### config.mk
export PLATFORM = sky130hd
export DESIGN_NAME = sstf_request_queue_core
export DESIGN_NICKNAME = d
export VERILOG_FILES = /design/src/hw/rtl/sstf_pkg.sv /design/src/hw/rtl/sstf_ram.sv /design/src/hw/rtl/sstf_front.sv /design/src/hw/rtl/sstf_cmd_fifo.sv /design/src/hw/rtl/sstf_back.sv /design/src/hw/rtl/sstf_request_queue_core.sv
export SDC_FILE = /design/constraint.sdc
export NUM_CORES = 1
export LEC_CHECK = 0
export BUFFER_PORTS_ARGS = -buffer_cell sky130_fd_sc_hd__buf_2
export CELL_PAD_IN_SITES_DETAIL_PLACEMENT = 1
export CELL_PAD_IN_SITES_GLOBAL_PLACEMENT = 2
export CORE_MARGIN = 2
export CORE_UTILIZATION = 30
export DETAILED_ROUTE_END_ITERATION = 12
export GPL_TIMING_DRIVEN = 0
export PLACE_DENSITY_LB_ADDON = 0.1
export SLEW_MARGIN = 15
export SYNTH_ARGS = -nofsm -noshare
export SYNTH_HDL_FRONTEND = slang
export SYNTH_SLANG_ARGS = --single-unit
### constraint.sdc
create_clock -name i_clk -period 5.75 [get_ports i_clk]
set_clock_uncertainty 0.15 [all_clocks]
set_input_delay 0.2875 -clock i_clk [delete_from_list [all_inputs] [get_ports i_clk]]
set_output_delay 0.2875 -clock i_clk [all_outputs]
set_load 0.05 [all_outputs]
### src/hw/rtl/sstf_pkg.sv
`timescale 1ns / 1ps
`default_nettype none
// ----------------------------------------------------------------------------
// sstf_pkg: shared types and codes of the seek scheduler
// Word formats of both channels, the internal command word and status codes.
// ----------------------------------------------------------------------------
package sstf_pkg;

    localparam int FIELD_W = 10;
    localparam int OCC_W   = 7;

    localparam logic REQ_ADD   = 1'b0;
    localparam logic REQ_SERVE = 1'b1;

    typedef enum logic [1:0] {
        ST_ADDED  = 2'd0,
        ST_SERVED = 2'd1,
        ST_EMPTY  = 2'd2,
        ST_FULL   = 2'd3
    } t_status;

    typedef enum logic [1:0] {
        OP_ADD       = 2'd0,
        OP_SERVE     = 2'd1,
        OP_REJ_EMPTY = 2'd2,
        OP_REJ_FULL  = 2'd3
    } t_op;

    typedef enum logic [1:0] {
        BK_IDLE,
        BK_SCAN,
        BK_FINISH
    } t_back_state;

    typedef struct packed {
        logic               req_type;
        logic [FIELD_W-1:0] track;
        logic [FIELD_W-1:0] head_track;
    } t_in_word;

    typedef struct packed {
        t_status            status;
        logic [FIELD_W-1:0] served_track;
        logic [FIELD_W-1:0] seek_distance;
        logic [OCC_W-1:0]   occupancy;
    } t_out_word;

    // The track field carries the new track for an add and the head for a serve.
    typedef struct packed {
        t_op                op;
        logic [FIELD_W-1:0] track;
    } t_cmd;

endpackage
`default_nettype wire

### src/hw/rtl/sstf_ram.sv
`timescale 1ns / 1ps
`default_nettype none
// ----------------------------------------------------------------------------
// sstf_ram: generic single-write, single-read memory
// One write port and one read port with registered read data.
// ----------------------------------------------------------------------------
module sstf_ram #(
    parameter int WIDTH = 10,
    parameter int DEPTH = 64
) (
    input  logic                     i_clk,
    input  logic                     i_we,
    input  logic [$clog2(DEPTH)-1:0] i_wr_addr,
    input  logic [WIDTH-1:0]         i_wr_data,
    input  logic [$clog2(DEPTH)-1:0] i_rd_addr,
    output logic [WIDTH-1:0]         o_rd_data
);

    logic [WIDTH-1:0] r_mem [DEPTH];
    logic [WIDTH-1:0] r_rd_data;

    always_ff @(posedge i_clk) begin
        if (i_we) begin
            r_mem[i_wr_addr] <= i_wr_data;
        end
        r_rd_data <= r_mem[i_rd_addr];
    end

    assign o_rd_data = r_rd_data;

endmodule
`default_nettype wire

### src/hw/rtl/sstf_front.sv
`timescale 1ns / 1ps
`default_nettype none
// ----------------------------------------------------------------------------
// sstf_front: request intake and classification
// Tracks the occupancy the queue will have and turns each word into a command.
// ----------------------------------------------------------------------------
module sstf_front #(
    parameter int QUEUE_DEPTH = 64
) (
    input  logic              i_clk,
    input  logic              i_rst_n,
    input  logic              i_push,
    input  sstf_pkg::t_in_word i_item,
    output logic              o_full,
    input  logic              i_cmd_full,
    output logic              o_cmd_push,
    output sstf_pkg::t_cmd    o_cmd
);

    import sstf_pkg::*;

    localparam int CW = $clog2(QUEUE_DEPTH + 1);
    localparam logic [CW-1:0] DEPTH_C = CW'(QUEUE_DEPTH);

    logic [CW-1:0] r_count;
    logic [CW-1:0] n_count;

    assign o_full     = i_cmd_full;
    assign o_cmd_push = i_push && !i_cmd_full;

    always_comb begin
        n_count     = r_count;
        o_cmd.op    = OP_ADD;
        o_cmd.track = i_item.track;
        if (i_item.req_type == REQ_ADD) begin
            if (r_count == DEPTH_C) begin
                o_cmd.op = OP_REJ_FULL;
            end else begin
                o_cmd.op = OP_ADD;
                n_count  = r_count + 1'b1;
            end
        end else begin
            o_cmd.track = i_item.head_track;
            if (r_count == '0) begin
                o_cmd.op = OP_REJ_EMPTY;
            end else begin
                o_cmd.op = OP_SERVE;
                n_count  = r_count - 1'b1;
            end
        end
    end

    always_ff @(posedge i_clk) begin
        if (!i_rst_n) begin
            r_count <= '0;
        end else if (o_cmd_push) begin
            r_count <= n_count;
        end
    end

endmodule
`default_nettype wire

### src/hw/rtl/sstf_cmd_fifo.sv
`timescale 1ns / 1ps
`default_nettype none
// ----------------------------------------------------------------------------
// sstf_cmd_fifo: two-word command queue
// Decouples classification from execution so either side can stall alone.
// ----------------------------------------------------------------------------
module sstf_cmd_fifo (
    input  logic           i_clk,
    input  logic           i_rst_n,
    input  logic           i_push,
    input  sstf_pkg::t_cmd i_cmd,
    output logic           o_full,
    input  logic           i_pop,
    output logic           o_empty,
    output sstf_pkg::t_cmd o_cmd
);

    import sstf_pkg::*;

    localparam logic [1:0] FIFO_DEPTH = 2'd2;

    t_cmd       r_mem [2];
    logic       r_wr_ptr;
    logic       r_rd_ptr;
    logic [1:0] r_used;
    logic       w_wr;
    logic       w_rd;

    assign o_full  = (r_used == FIFO_DEPTH);
    assign o_empty = (r_used == 2'd0);
    assign o_cmd   = r_mem[r_rd_ptr];
    assign w_wr    = i_push && !o_full;
    assign w_rd    = i_pop && !o_empty;

    always_ff @(posedge i_clk) begin
        if (!i_rst_n) begin
            r_wr_ptr <= 1'b0;
            r_rd_ptr <= 1'b0;
            r_used   <= 2'd0;
        end else begin
            if (w_wr) begin
                r_wr_ptr <= !r_wr_ptr;
            end
            if (w_rd) begin
                r_rd_ptr <= !r_rd_ptr;
            end
            r_used <= r_used + {1'b0, w_wr} - {1'b0, w_rd};
        end
    end

    always_ff @(posedge i_clk) begin
        if (w_wr) begin
            r_mem[r_wr_ptr] <= i_cmd;
        end
    end

endmodule
`default_nettype wire

### src/hw/rtl/sstf_back.sv
`timescale 1ns / 1ps
`default_nettype none
// ----------------------------------------------------------------------------
// sstf_back: request store and nearest-track search
// Appends adds to memory; a serve scans all entries, then refills the hole.
// ----------------------------------------------------------------------------
module sstf_back #(
    parameter int QUEUE_DEPTH = 64
) (
    input  logic                i_clk,
    input  logic                i_rst_n,
    input  logic                i_cmd_empty,
    input  sstf_pkg::t_cmd      i_cmd,
    output logic                o_cmd_pop,
    input  logic                i_pop,
    output logic                o_empty,
    output sstf_pkg::t_out_word o_result
);

    import sstf_pkg::*;

    localparam int CW = $clog2(QUEUE_DEPTH + 1);
    localparam int AW = $clog2(QUEUE_DEPTH);
    localparam int TW = FIELD_W;

    t_back_state r_state, n_state;
    logic [CW-1:0] r_count, n_count;
    logic [CW-1:0] r_issue, n_issue;
    logic          r_pend, n_pend;
    logic [AW-1:0] r_pend_idx, n_pend_idx;
    logic [TW-1:0] r_head, n_head;
    logic [TW-1:0] r_best_t, n_best_t;
    logic [TW-1:0] r_best_d, n_best_d;
    logic [TW-1:0] r_last_t, n_last_t;
    logic [AW-1:0] r_best_idx, n_best_idx;
    logic          r_have, n_have;
    logic          r_out_valid, n_out_valid;
    t_out_word     r_out, n_out;

    logic          w_out_free;
    logic          w_take;
    logic          w_scan_done;
    logic          w_better;
    logic [TW-1:0] w_rd_data;
    logic [TW-1:0] w_dist;
    logic          ram_we;
    logic [AW-1:0] ram_wr_addr;
    logic [TW-1:0] ram_wr_data;
    logic [AW-1:0] ram_rd_addr;

    sstf_ram #(
        .WIDTH (TW),
        .DEPTH (QUEUE_DEPTH)
    ) u_ram (
        .i_clk     (i_clk),
        .i_we      (ram_we),
        .i_wr_addr (ram_wr_addr),
        .i_wr_data (ram_wr_data),
        .i_rd_addr (ram_rd_addr),
        .o_rd_data (w_rd_data)
    );

    assign w_out_free  = !r_out_valid || i_pop;
    assign w_take      = (r_state == BK_IDLE) && !i_cmd_empty && w_out_free;
    assign o_cmd_pop   = w_take;
    assign w_scan_done = (r_issue == r_count) && !r_pend;
    assign ram_rd_addr = AW'(r_issue);
    assign w_dist      = (w_rd_data >= r_head) ? (w_rd_data - r_head) : (r_head - w_rd_data);
    assign w_better    = !r_have || (w_dist < r_best_d)
                         || ((w_dist == r_best_d) && (w_rd_data < r_best_t));
    assign o_empty     = !r_out_valid;
    assign o_result    = r_out;

    always_comb begin
        n_state = r_state;
        case (r_state)
            BK_IDLE: begin
                if (w_take && (i_cmd.op == OP_SERVE)) begin
                    n_state = BK_SCAN;
                end
            end
            BK_SCAN: begin
                if (w_scan_done) begin
                    n_state = BK_FINISH;
                end
            end
            BK_FINISH: begin
                n_state = BK_IDLE;
            end
            default: begin
                n_state = BK_IDLE;
            end
        endcase
    end

    always_comb begin
        n_count     = r_count;
        n_issue     = r_issue;
        n_pend      = r_pend;
        n_pend_idx  = r_pend_idx;
        n_head      = r_head;
        n_best_t    = r_best_t;
        n_best_d    = r_best_d;
        n_best_idx  = r_best_idx;
        n_last_t    = r_last_t;
        n_have      = r_have;
        n_out_valid = r_out_valid && !i_pop;
        n_out       = r_out;
        ram_we      = 1'b0;
        ram_wr_addr = AW'(r_count);
        ram_wr_data = TW'(i_cmd.track);
        case (r_state)
            BK_IDLE: begin
                if (w_take) begin
                    n_out.served_track  = '0;
                    n_out.seek_distance = '0;
                    case (i_cmd.op)
                        OP_ADD: begin
                            ram_we          = 1'b1;
                            n_count         = r_count + 1'b1;
                            n_out.status    = ST_ADDED;
                            n_out.occupancy = OCC_W'(r_count + 1'b1);
                            n_out_valid     = 1'b1;
                        end
                        OP_SERVE: begin
                            n_head  = TW'(i_cmd.track);
                            n_issue = '0;
                            n_pend  = 1'b0;
                            n_have  = 1'b0;
                        end
                        OP_REJ_EMPTY: begin
                            n_out.status    = ST_EMPTY;
                            n_out.occupancy = OCC_W'(r_count);
                            n_out_valid     = 1'b1;
                        end
                        OP_REJ_FULL: begin
                            n_out.status    = ST_FULL;
                            n_out.occupancy = OCC_W'(r_count);
                            n_out_valid     = 1'b1;
                        end
                        default: begin
                            n_out_valid = r_out_valid && !i_pop;
                        end
                    endcase
                end
            end
            BK_SCAN: begin
                if (r_issue != r_count) begin
                    n_issue    = r_issue + 1'b1;
                    n_pend     = 1'b1;
                    n_pend_idx = AW'(r_issue);
                end else begin
                    n_pend = 1'b0;
                end
                if (r_pend) begin
                    if (w_better) begin
                        n_best_t   = w_rd_data;
                        n_best_d   = w_dist;
                        n_best_idx = r_pend_idx;
                        n_have     = 1'b1;
                    end
                    if (r_pend_idx == AW'(r_count - 1'b1)) begin
                        n_last_t = w_rd_data;
                    end
                end
            end
            BK_FINISH: begin
                ram_we              = 1'b1;
                ram_wr_addr         = r_best_idx;
                ram_wr_data         = r_last_t;
                n_count             = r_count - 1'b1;
                n_out.status        = ST_SERVED;
                n_out.served_track  = FIELD_W'(r_best_t);
                n_out.seek_distance = FIELD_W'(r_best_d);
                n_out.occupancy     = OCC_W'(r_count - 1'b1);
                n_out_valid         = 1'b1;
            end
            default: begin
                n_out_valid = r_out_valid && !i_pop;
            end
        endcase
    end

    always_ff @(posedge i_clk) begin
        if (!i_rst_n) begin
            r_state     <= BK_IDLE;
            r_count     <= '0;
            r_issue     <= '0;
            r_pend      <= 1'b0;
            r_have      <= 1'b0;
            r_out_valid <= 1'b0;
        end else begin
            r_state     <= n_state;
            r_count     <= n_count;
            r_issue     <= n_issue;
            r_pend      <= n_pend;
            r_have      <= n_have;
            r_out_valid <= n_out_valid;
        end
    end

    always_ff @(posedge i_clk) begin
        r_pend_idx <= n_pend_idx;
        r_head     <= n_head;
        r_best_t   <= n_best_t;
        r_best_d   <= n_best_d;
        r_best_idx <= n_best_idx;
        r_last_t   <= n_last_t;
        r_out      <= n_out;
    end

endmodule
`default_nettype wire

### src/hw/rtl/sstf_request_queue_core.sv
`timescale 1ns / 1ps
`default_nettype none
// ----------------------------------------------------------------------------
// sstf_request_queue_core: shortest-seek-time-first request scheduler
// Holds pending track requests and serves the one nearest the head.
// ----------------------------------------------------------------------------
// Channel   Direction  Handshake          Word
// request   in         push / full        i_item   (t_in_word)
// result    out        empty / pop        o_result (t_out_word)
//
// With the command queue and the search unit idle, an add or a rejected
// request passes through the command queue into the result register.
// A serve shows its result word once the memory has been scanned one entry
// per cycle on its single read port and the hole refilled. Reset empties
// the queue at once through the entry count.
// full rises while both slots of the two-word command queue hold a word; a
// result word not yet popped holds the search unit, while up to two more
// requests are taken.
// ----------------------------------------------------------------------------
module sstf_request_queue_core #(
    parameter int QUEUE_DEPTH = 64
) (
    input  logic                i_clk,
    input  logic                i_rst_n,
    input  logic                push,
    input  sstf_pkg::t_in_word  i_item,
    output logic                full,
    output logic                empty,
    output sstf_pkg::t_out_word o_result,
    input  logic                pop
);

    import sstf_pkg::*;

    logic w_cmd_push;
    logic w_cmd_full;
    logic w_cmd_pop;
    logic w_cmd_empty;
    t_cmd w_cmd_in;
    t_cmd w_cmd_out;

    sstf_front #(
        .QUEUE_DEPTH (QUEUE_DEPTH)
    ) u_front (
        .i_clk      (i_clk),
        .i_rst_n    (i_rst_n),
        .i_push     (push),
        .i_item     (i_item),
        .o_full     (full),
        .i_cmd_full (w_cmd_full),
        .o_cmd_push (w_cmd_push),
        .o_cmd      (w_cmd_in)
    );

    sstf_cmd_fifo u_cmd_fifo (
        .i_clk   (i_clk),
        .i_rst_n (i_rst_n),
        .i_push  (w_cmd_push),
        .i_cmd   (w_cmd_in),
        .o_full  (w_cmd_full),
        .i_pop   (w_cmd_pop),
        .o_empty (w_cmd_empty),
        .o_cmd   (w_cmd_out)
    );

    sstf_back #(
        .QUEUE_DEPTH (QUEUE_DEPTH)
    ) u_back (
        .i_clk       (i_clk),
        .i_rst_n     (i_rst_n),
        .i_cmd_empty (w_cmd_empty),
        .i_cmd       (w_cmd_out),
        .o_cmd_pop   (w_cmd_pop),
        .i_pop       (pop),
        .o_empty     (empty),
        .o_result    (o_result)
    );

endmodule
`default_nettype wire

**After elaboration in Yosys (flattened, before gate mapping)**

Memories as Yosys holds them, arrays and structs flattened. A register that Yosys moved wholly into a read port is not among the register bits.
Cells that the tools add are included.
W data, S select, Z words.

- Bits in registers: 111
- RAM bits: 664
- Output and inout port bits: 31
- Word-level logic and storage cells: 141
- Memories kept: 2

Memory list:

| name | words | bits a word | rd ports | clocked after Yosys merged registers in | write ports | line | RTL |
|---|---|---|---|---|---|---|---|
| u_back.u_ram.r_mem | 64 | 10 | 1 | 1 | 1 | sstf_ram.sv:19 | `logic [WIDTH-1:0] r_mem [DEPTH];` |
| u_cmd_fifo.r_mem | 2 | 12 | 1 | 1 | 1 | sstf_cmd_fifo.sv:22 | `t_cmd r_mem [2];` |

- Add/subtract/negate cells: 9
- Order comparisons: 3
- Equal/unequal tests: 23
- Multiplexer cells: 43
- Reductions and logical operators: 41

Operators by type and width:

| operator | number |
|---|---|
| $pmux W29 S2 | 1 |
| $mux W7 | 8 |
| $pmux W7 S2 | 3 |
| $mux W10 | 3 |
| $mux W29 | 1 |
| $reduce_and A3 Y1 | 8 |
| $add A7 B1 Y7 const B | 3 |
| $lt A10 B10 Y1 | 2 |
| $sub A10 B10 Y10 | 2 |
| $mux W1 | 15 |
| $sub A7 B1 Y7 const B | 2 |
| $eq A10 B10 Y1 | 1 |
| $ge A10 B10 Y1 | 1 |
| $mux W2 | 5 |
| $ne A2 B1 Y1 const B | 5 |
| $ne A2 B2 Y1 const B | 5 |
| $logic_and A1 B1 Y1 | 9 |
| $eq A2 B2 Y1 const B | 4 |
| $logic_not A1 Y1 | 8 |
| $pmux W1 S2 | 4 |
| $eq A7 B7 Y1 | 1 |
| $eq A7 B7 Y1 const B | 1 |
| $logic_not A7 Y1 | 1 |
| $ne A7 B7 Y1 | 1 |
| 17 further kinds | 25 |

**Logic depth before layout (Yosys ltp)**

- Word-level depth: 8
- Gate-level depth with buffers: 18

**Cells and area by module**

A second synthesis with hierarchy kept.

- Cell total of the unflattened synthesis: 1,775
- Area, all modules: 32,423.6 µm²

Modules (own cells, without submodules):

| module | times used | cells each | area each (µm²) | sequential area each (µm²) |
|---|---|---|---|---|
| sstf_ram | 1 | 1,118 | 25,101.6 | 19,418.6 |
| sstf_back | 1 | 518 | 5,520.3 | 2,812.7 |
| sstf_cmd_fifo | 1 | 64 | 1,103.6 | 820.8 |
| sstf_front | 1 | 75 | 698.2 | 140.1 |

**Worst setup path before layout**

No wires, ideal clock.

- Kind: register to register
- From: register u_back.u_ram.r_rd_data[3] (netlist: u_back.u_ram.o_rd_data[3]), read port of u_back.u_ram.r_mem
- To: register u_back.r_best_d[0], enable pin
- Library setup time: 0.409 ns
- Data arrival time: 4.332 ns
- Required time: 5.191 ns
- Setup slack: 0.860 ns
- Stages on the path, launching flop included: 16
- Buffers on the path: 2
- Path through: dfxtp_1 > inv_1 > ha_1 > buf_2 > a21oi_1 > a31oi_1 > o41ai_2 > buf_4 > mux2_2 > ha_1 > nor2b_1 > o21a_1 > o21ai_0 > a211oi_1 > o221a_2 > nor2_1

- Cells in the longest elaborated chain, start to end: 6

RTL lines:

| element | line | RTL |
|---|---|---|
| start: declaration | sstf_ram.sv:20 | `logic [WIDTH-1:0] r_rd_data;` |
| $ge A10 B10 Y1 (*) | sstf_back.sv:68 | `assign w_dist = (w_rd_data >= r_head) ? (w_rd_data - r_head) : (r_head - w_rd_data);` |
| $mux W10 (*) | sstf_back.sv:68 |  |
| net u_back.w_dist[1] | sstf_back.sv:45 | `logic [TW-1:0] w_dist;` |
| $lt A10 B10 Y1 / $eq A10 B10 Y1 (equally long branches) | sstf_back.sv:69, sstf_back.sv:70 |  |
| $logic_or A1 B1 Y1 / $logic_and A1 B1 Y1 (equally long branches) | sstf_back.sv:69, sstf_back.sv:70 |  |
| $logic_or A1 B1 Y1 (*) | sstf_back.sv:70 | `\|\| ((w_dist == r_best_d) && (w_rd_data < r_best_t));` |
| $reduce_and A3 Y1 (no line) (*) | n/a |  |
| end signal: assignment | sstf_back.sv:206 | `r_best_d <= n_best_d;` |
| end: declaration | sstf_back.sv:33 | `logic [TW-1:0] r_best_d, n_best_d;` |

Mark *: on every way through the listed nets, which the timed path passes. The rest lies on a longest branch.
A chain may end at the register's enable or synchronous reset.

**Final worst setup path**

- From: register u_back.u_ram.r_rd_data[5] (netlist: u_back.u_ram.o_rd_data[5]), read port of u_back.u_ram.r_mem
- To: register u_back.r_best_d[8], enable pin

- Cells in the longest elaborated chain, start to end: 6

RTL lines:

| element | line |
|---|---|
| $sub A10 B10 Y10 / $ge A10 B10 Y1 (equally long branches) | sstf_back.sv:68 |
| $mux W10 (*) | sstf_back.sv:68 |
| net u_back.w_dist[7] | sstf_back.sv:45 |
| $lt A10 B10 Y1 / $eq A10 B10 Y1 (equally long branches) | sstf_back.sv:69, sstf_back.sv:70 |
| $logic_or A1 B1 Y1 / $logic_and A1 B1 Y1 (equally long branches) | sstf_back.sv:69, sstf_back.sv:70 |
| $logic_or A1 B1 Y1 (*) | sstf_back.sv:70 |
| $reduce_and A3 Y1 (no line) (*) | n/a |

Marked as above.

==> metrics.md <==
| Metric | Value |
|---|---|
| Peak supply drop | `0.234 mV` |
| Yosys cell types | `64` |
| Drt initial violations | `1,260` |
| I/O Buffers | `55` |
| HP Class | `in2reg` |
| Yosys reg bits | `786` |
| Power Internal | `12,000 µW` |
| Worst-Skew Late Latency | `670 ps` |
| Setup WS post-layout | `612 ps` |
| Critical path origin | `u_back.u_ram.o_rd_data[5]` |
| Crit-path cells | `inv_1, ha_1, clkbuf_1, a21oi_1, o21ai_0, o41ai_2, buf_4, o21ai_0, xor2_1, ha_1, nand4_1, a311oi_1, o2111ai_1, o221a_2, nor2_4, buf_16` |
| Final Cycle Share | `89.4%` |
| Hold path start | `i_item[20]` |
| I/O pin total | `56` |
| Outcome | `finished clean` |
| Largest area contributor in the netlist | `edfxtp_1` |
| Reg-to-reg endpoint | `u_back.r_best_d[8]` |
| Share of layout cells above drive strength 1 | `25.7%` |
| Initial antenna violation count | `4` |
| Register area | `23,200 µm²` |
| Final Hold Viols | `0` |
| Final Power | `17,500 µW` |
| Worst Path Max Fanout | `20` |
| Seq pwr share | `41.5%` |
| FILL cells | `10,600` |
| Area taken by multi-input logic gates | `8450 µm²` |
| Worst Reg-to-Reg Cells | `16` |
| Largest net degree at the start of global routing | `43` |
| Kind of critical path | `reg2reg` |
| FFs w/ async S/R, synth | `0%` |
| Synth Net Count | `1,821` |
| Clock transition at path regs | `60 ps` |
| FMAX | `0.195 GHz` |
| R2r setup slk | `610 ps` |
| Clock power frac | `32.9%` |
| Number of max-cap violations | `0` |
| Crit path capture type | `register` |
| Worst slew margin relative to its limit | `19.5%` |
| Switching share of power | `31.4%` |
| Vias per cell | `4.95` |
| DR WL/cell | `28.2 µm` |
| Routability cong. | `0.782` |
| Std cell rows | `120` |
| Seq/Total Area, Yosys | `72.2%` |
| Die area | `110,000 µm²` |
| Placed instance area | `34,700 µm²` |
| Final setup fails | `0` |
| Leakage | `0.0121 µW` |
| Area grow syn2layout | `18.1%` |
| Synthesized area per cell | `18.4 µm²` |
| Crit path DAT | `5360 ps` |
| Placed cells | `3,222` |
| Slowest stage delay, CP | `580 ps` |
| Post-synth top cells | `745 x edfxtp_1, 178 x mux4_2, 140 x nor2_1` |
| Post-route insts no fill | `3,413` |
| DRC | `0` |
| Dpl hpwl | `66,700 µm` |
| CP max stage cell | `o41ai_2` |
| CTS tree | `built` |
| Total global routing track utilization | `17.7%` |
| PwrDens | `463 nW/µm²` |
| Vias | `16,900` |
| Net Switching | `5500 µW` |
| Post-synth EDFFs | `745` |
| Root buf cell | `clkbuf_16` |
| RSZ-0062 raised after global routing | `no` |
| Gr ovfl total | `0` |
| Antenna viol nets, final | `0` |
| Final min period | `5140 ps` |
| Global-route wire length before repair | `138,000 µm` |
| Worst r2r src | `u_back.u_ram.o_rd_data[5]` |
| Final Slew Violations | `0` |
| Fin area | `37,900 µm²` |
| Postcts setup bufs | `0` |
| Actual slew at the worst max-slew pin | `1210 ps` |
| Post-Place Setup Slack | `497 ps` |
| Die height | `331 µm` |
| Share of the synthesized area in the top cell type | `69.6%` |
| Clk sinks | `786` |
| Synth Instances | `1,745` |
| CTS Buf Count | `91` |
| H-tree levels | `3` |
| Core Region | `107,000 µm²` |
| Main flop type after synthesis | `edfxtp_1` |
| 1st-pass router iterations | `5` |
| Vias in the first global route | `18,300` |
| Initial Utilization | `30.1%` |
| CP Data Required Time | `5970 ps` |
| Power share of the combinational group | `25.6%` |
| Die width | `331 µm` |
| Synth warnings | `0` |
| Mapped cell area | `32,100 µm²` |
| Clock Tree Buf Depth | `3` |
| CP Launch Type | `register` |
| CP endpoint | `u_back.r_best_d[8]` |
| Final WL | `96,200 µm` |
| Layout Nets | `2,011` |
| Largest cells by area after synthesis | `edfxtp_1 70%, mux4_2 12%, dfxtp_1 2.6%` |
| Most frequent cell after synthesis | `edfxtp_1` |
-- power groups by stage --
stage	clock network, µW	logic [µW]	registers (µW)
finish	5780	4490	7280
global route	6110	4900	7320
CTS	5920	4620	7300
detailed placement	0	4590	7420
global placement	0	4300	7500
floorplan	0	2510	7690
-- critical path: cells and delay by family (launching register included) --
family	cells	cell delay, ps
buf+inv	4	820
xor+xnor	1	190
compound gates	7	2020
fa+ha+maj	2	630
flops	1	530
simple gates	2	510
-- state kept, by name (all words and copies together) (netlist names), 2 cells and up, named ones only --
signal	cells
u_back.r_state	2
u_back.r_last_t	10
u_back.r_count	7
u_back.u_ram.o_rd_data	10
u_back.u_ram.r_mem	640
u_back.r_best_idx	6
u_back.r_best_d	10
u_back.r_pend_idx	6
u_front.r_count	7
u_back.o_result	29
u_cmd_fifo.r_used	2
u_back.r_best_t	10
u_back.r_issue	7
u_back.r_head	10
u_cmd_fifo.r_mem	24
-- cells by family after synthesis --
kind of cell,count (synthesis),share of synthesized area (%)
DFF,786,72.2
adders and majority gates,51,2.06
buffers and inverters,147,2.13
muxes,245,14.7
xor gates and xnor gates,44,1.20
AOI/OAI and AO/OA,165,3.39
and+or+nand+nor,307,4.37
-- layout make-up --
class	count	share of cell area, %
clock buffer	101	6.10
sequential	786	61.1
tap	1403	4.63
inverter	61	0.604
buffer	86	1.21
antenna	1	0.00660
multi-input combinational	812	22.3
clock inverter	66	1.70
timing repair buffer	97	2.34
-- worst min-delay path by stage --
| stage | endpoint | slack (ps) | cells past startpoint |
|---|---|---|---|
| floorplan | u_back.r_pend_idx[3] | 250 | 0 |
| global route | u_front.r_count[5] | 60 | 4 |
| detailed placement | u_back.r_pend_idx[3] | 270 | 0 |
| finish | u_front.r_count[5] | 60 | 4 |
| CTS | u_front.r_count[5] | 30 | 4 |
| global placement | u_back.r_pend_idx[3] | 270 | 0 |
-- layer usage --
layer  part of all wire, %  GRT usage (%)
met5                     0              0
met4                   2.2           4.27
met3                   3.7           2.95
met2                    49           30.0
met1                    45           23.8
-- layout by cell type (no fill, tap or decap), types with 6 or more instances in the layout --
| master | count |
|---|---|
| ha_1 | 48 |
| nand2b_1 | 8 |
| o21a_1 | 7 |
| mux2i_1 | 45 |
| buf_1 | 9 |
| o21ai_0 | 29 |
| mux2_2 | 22 |
| nor2_2 | 45 |
| nand2_1 | 67 |
| xnor2_1 | 26 |
| o31ai_1 | 6 |
| and2_1 | 15 |
| nor2b_1 | 15 |
| a21o_1 | 7 |
| dlygate4sd3_1 | 23 |
| a211oi_1 | 10 |
| nand3b_1 | 10 |
| bufinv_16 | 10 |
| dfxtp_1 | 41 |
| a21boi_0 | 8 |
| o22ai_1 | 10 |
| clkbuf_1 | 43 |
| buf_2 | 74 |
| clkinv_2 | 19 |
| clkinv_1 | 24 |
| buf_6 | 6 |
| buf_12 | 14 |
| inv_1 | 61 |
| nor3_1 | 7 |
| or3_1 | 6 |
| mux4_2 | 178 |
| nor2_4 | 11 |
| clkbuf_16 | 91 |
| xor2_1 | 18 |
| buf_4 | 18 |
| a21oi_1 | 42 |
| nand3_1 | 16 |
| edfxtp_1 | 745 |
| nor2_1 | 85 |
-- metrics by stage --
step	util (%)	hold slack [ps]	setup TNS, ps
4_1_cts	35.6	26.2	0
2_1_floorplan	-	253	0
3_3_place_gp	32.0	266	-543700
5_1_grt	35.6	63.8	0
6_report	35.6	59.9	0
3_5_place_dp	32.6	272	0
-- what timing repair did --
item,CTS,global route
setup endpoints to repair,0,0
endpoints found under the hold margin,30,0
gates resized for setup,0,0
hold buffers,23,0
No activity file was read; power rests on OpenSTA's default activity.
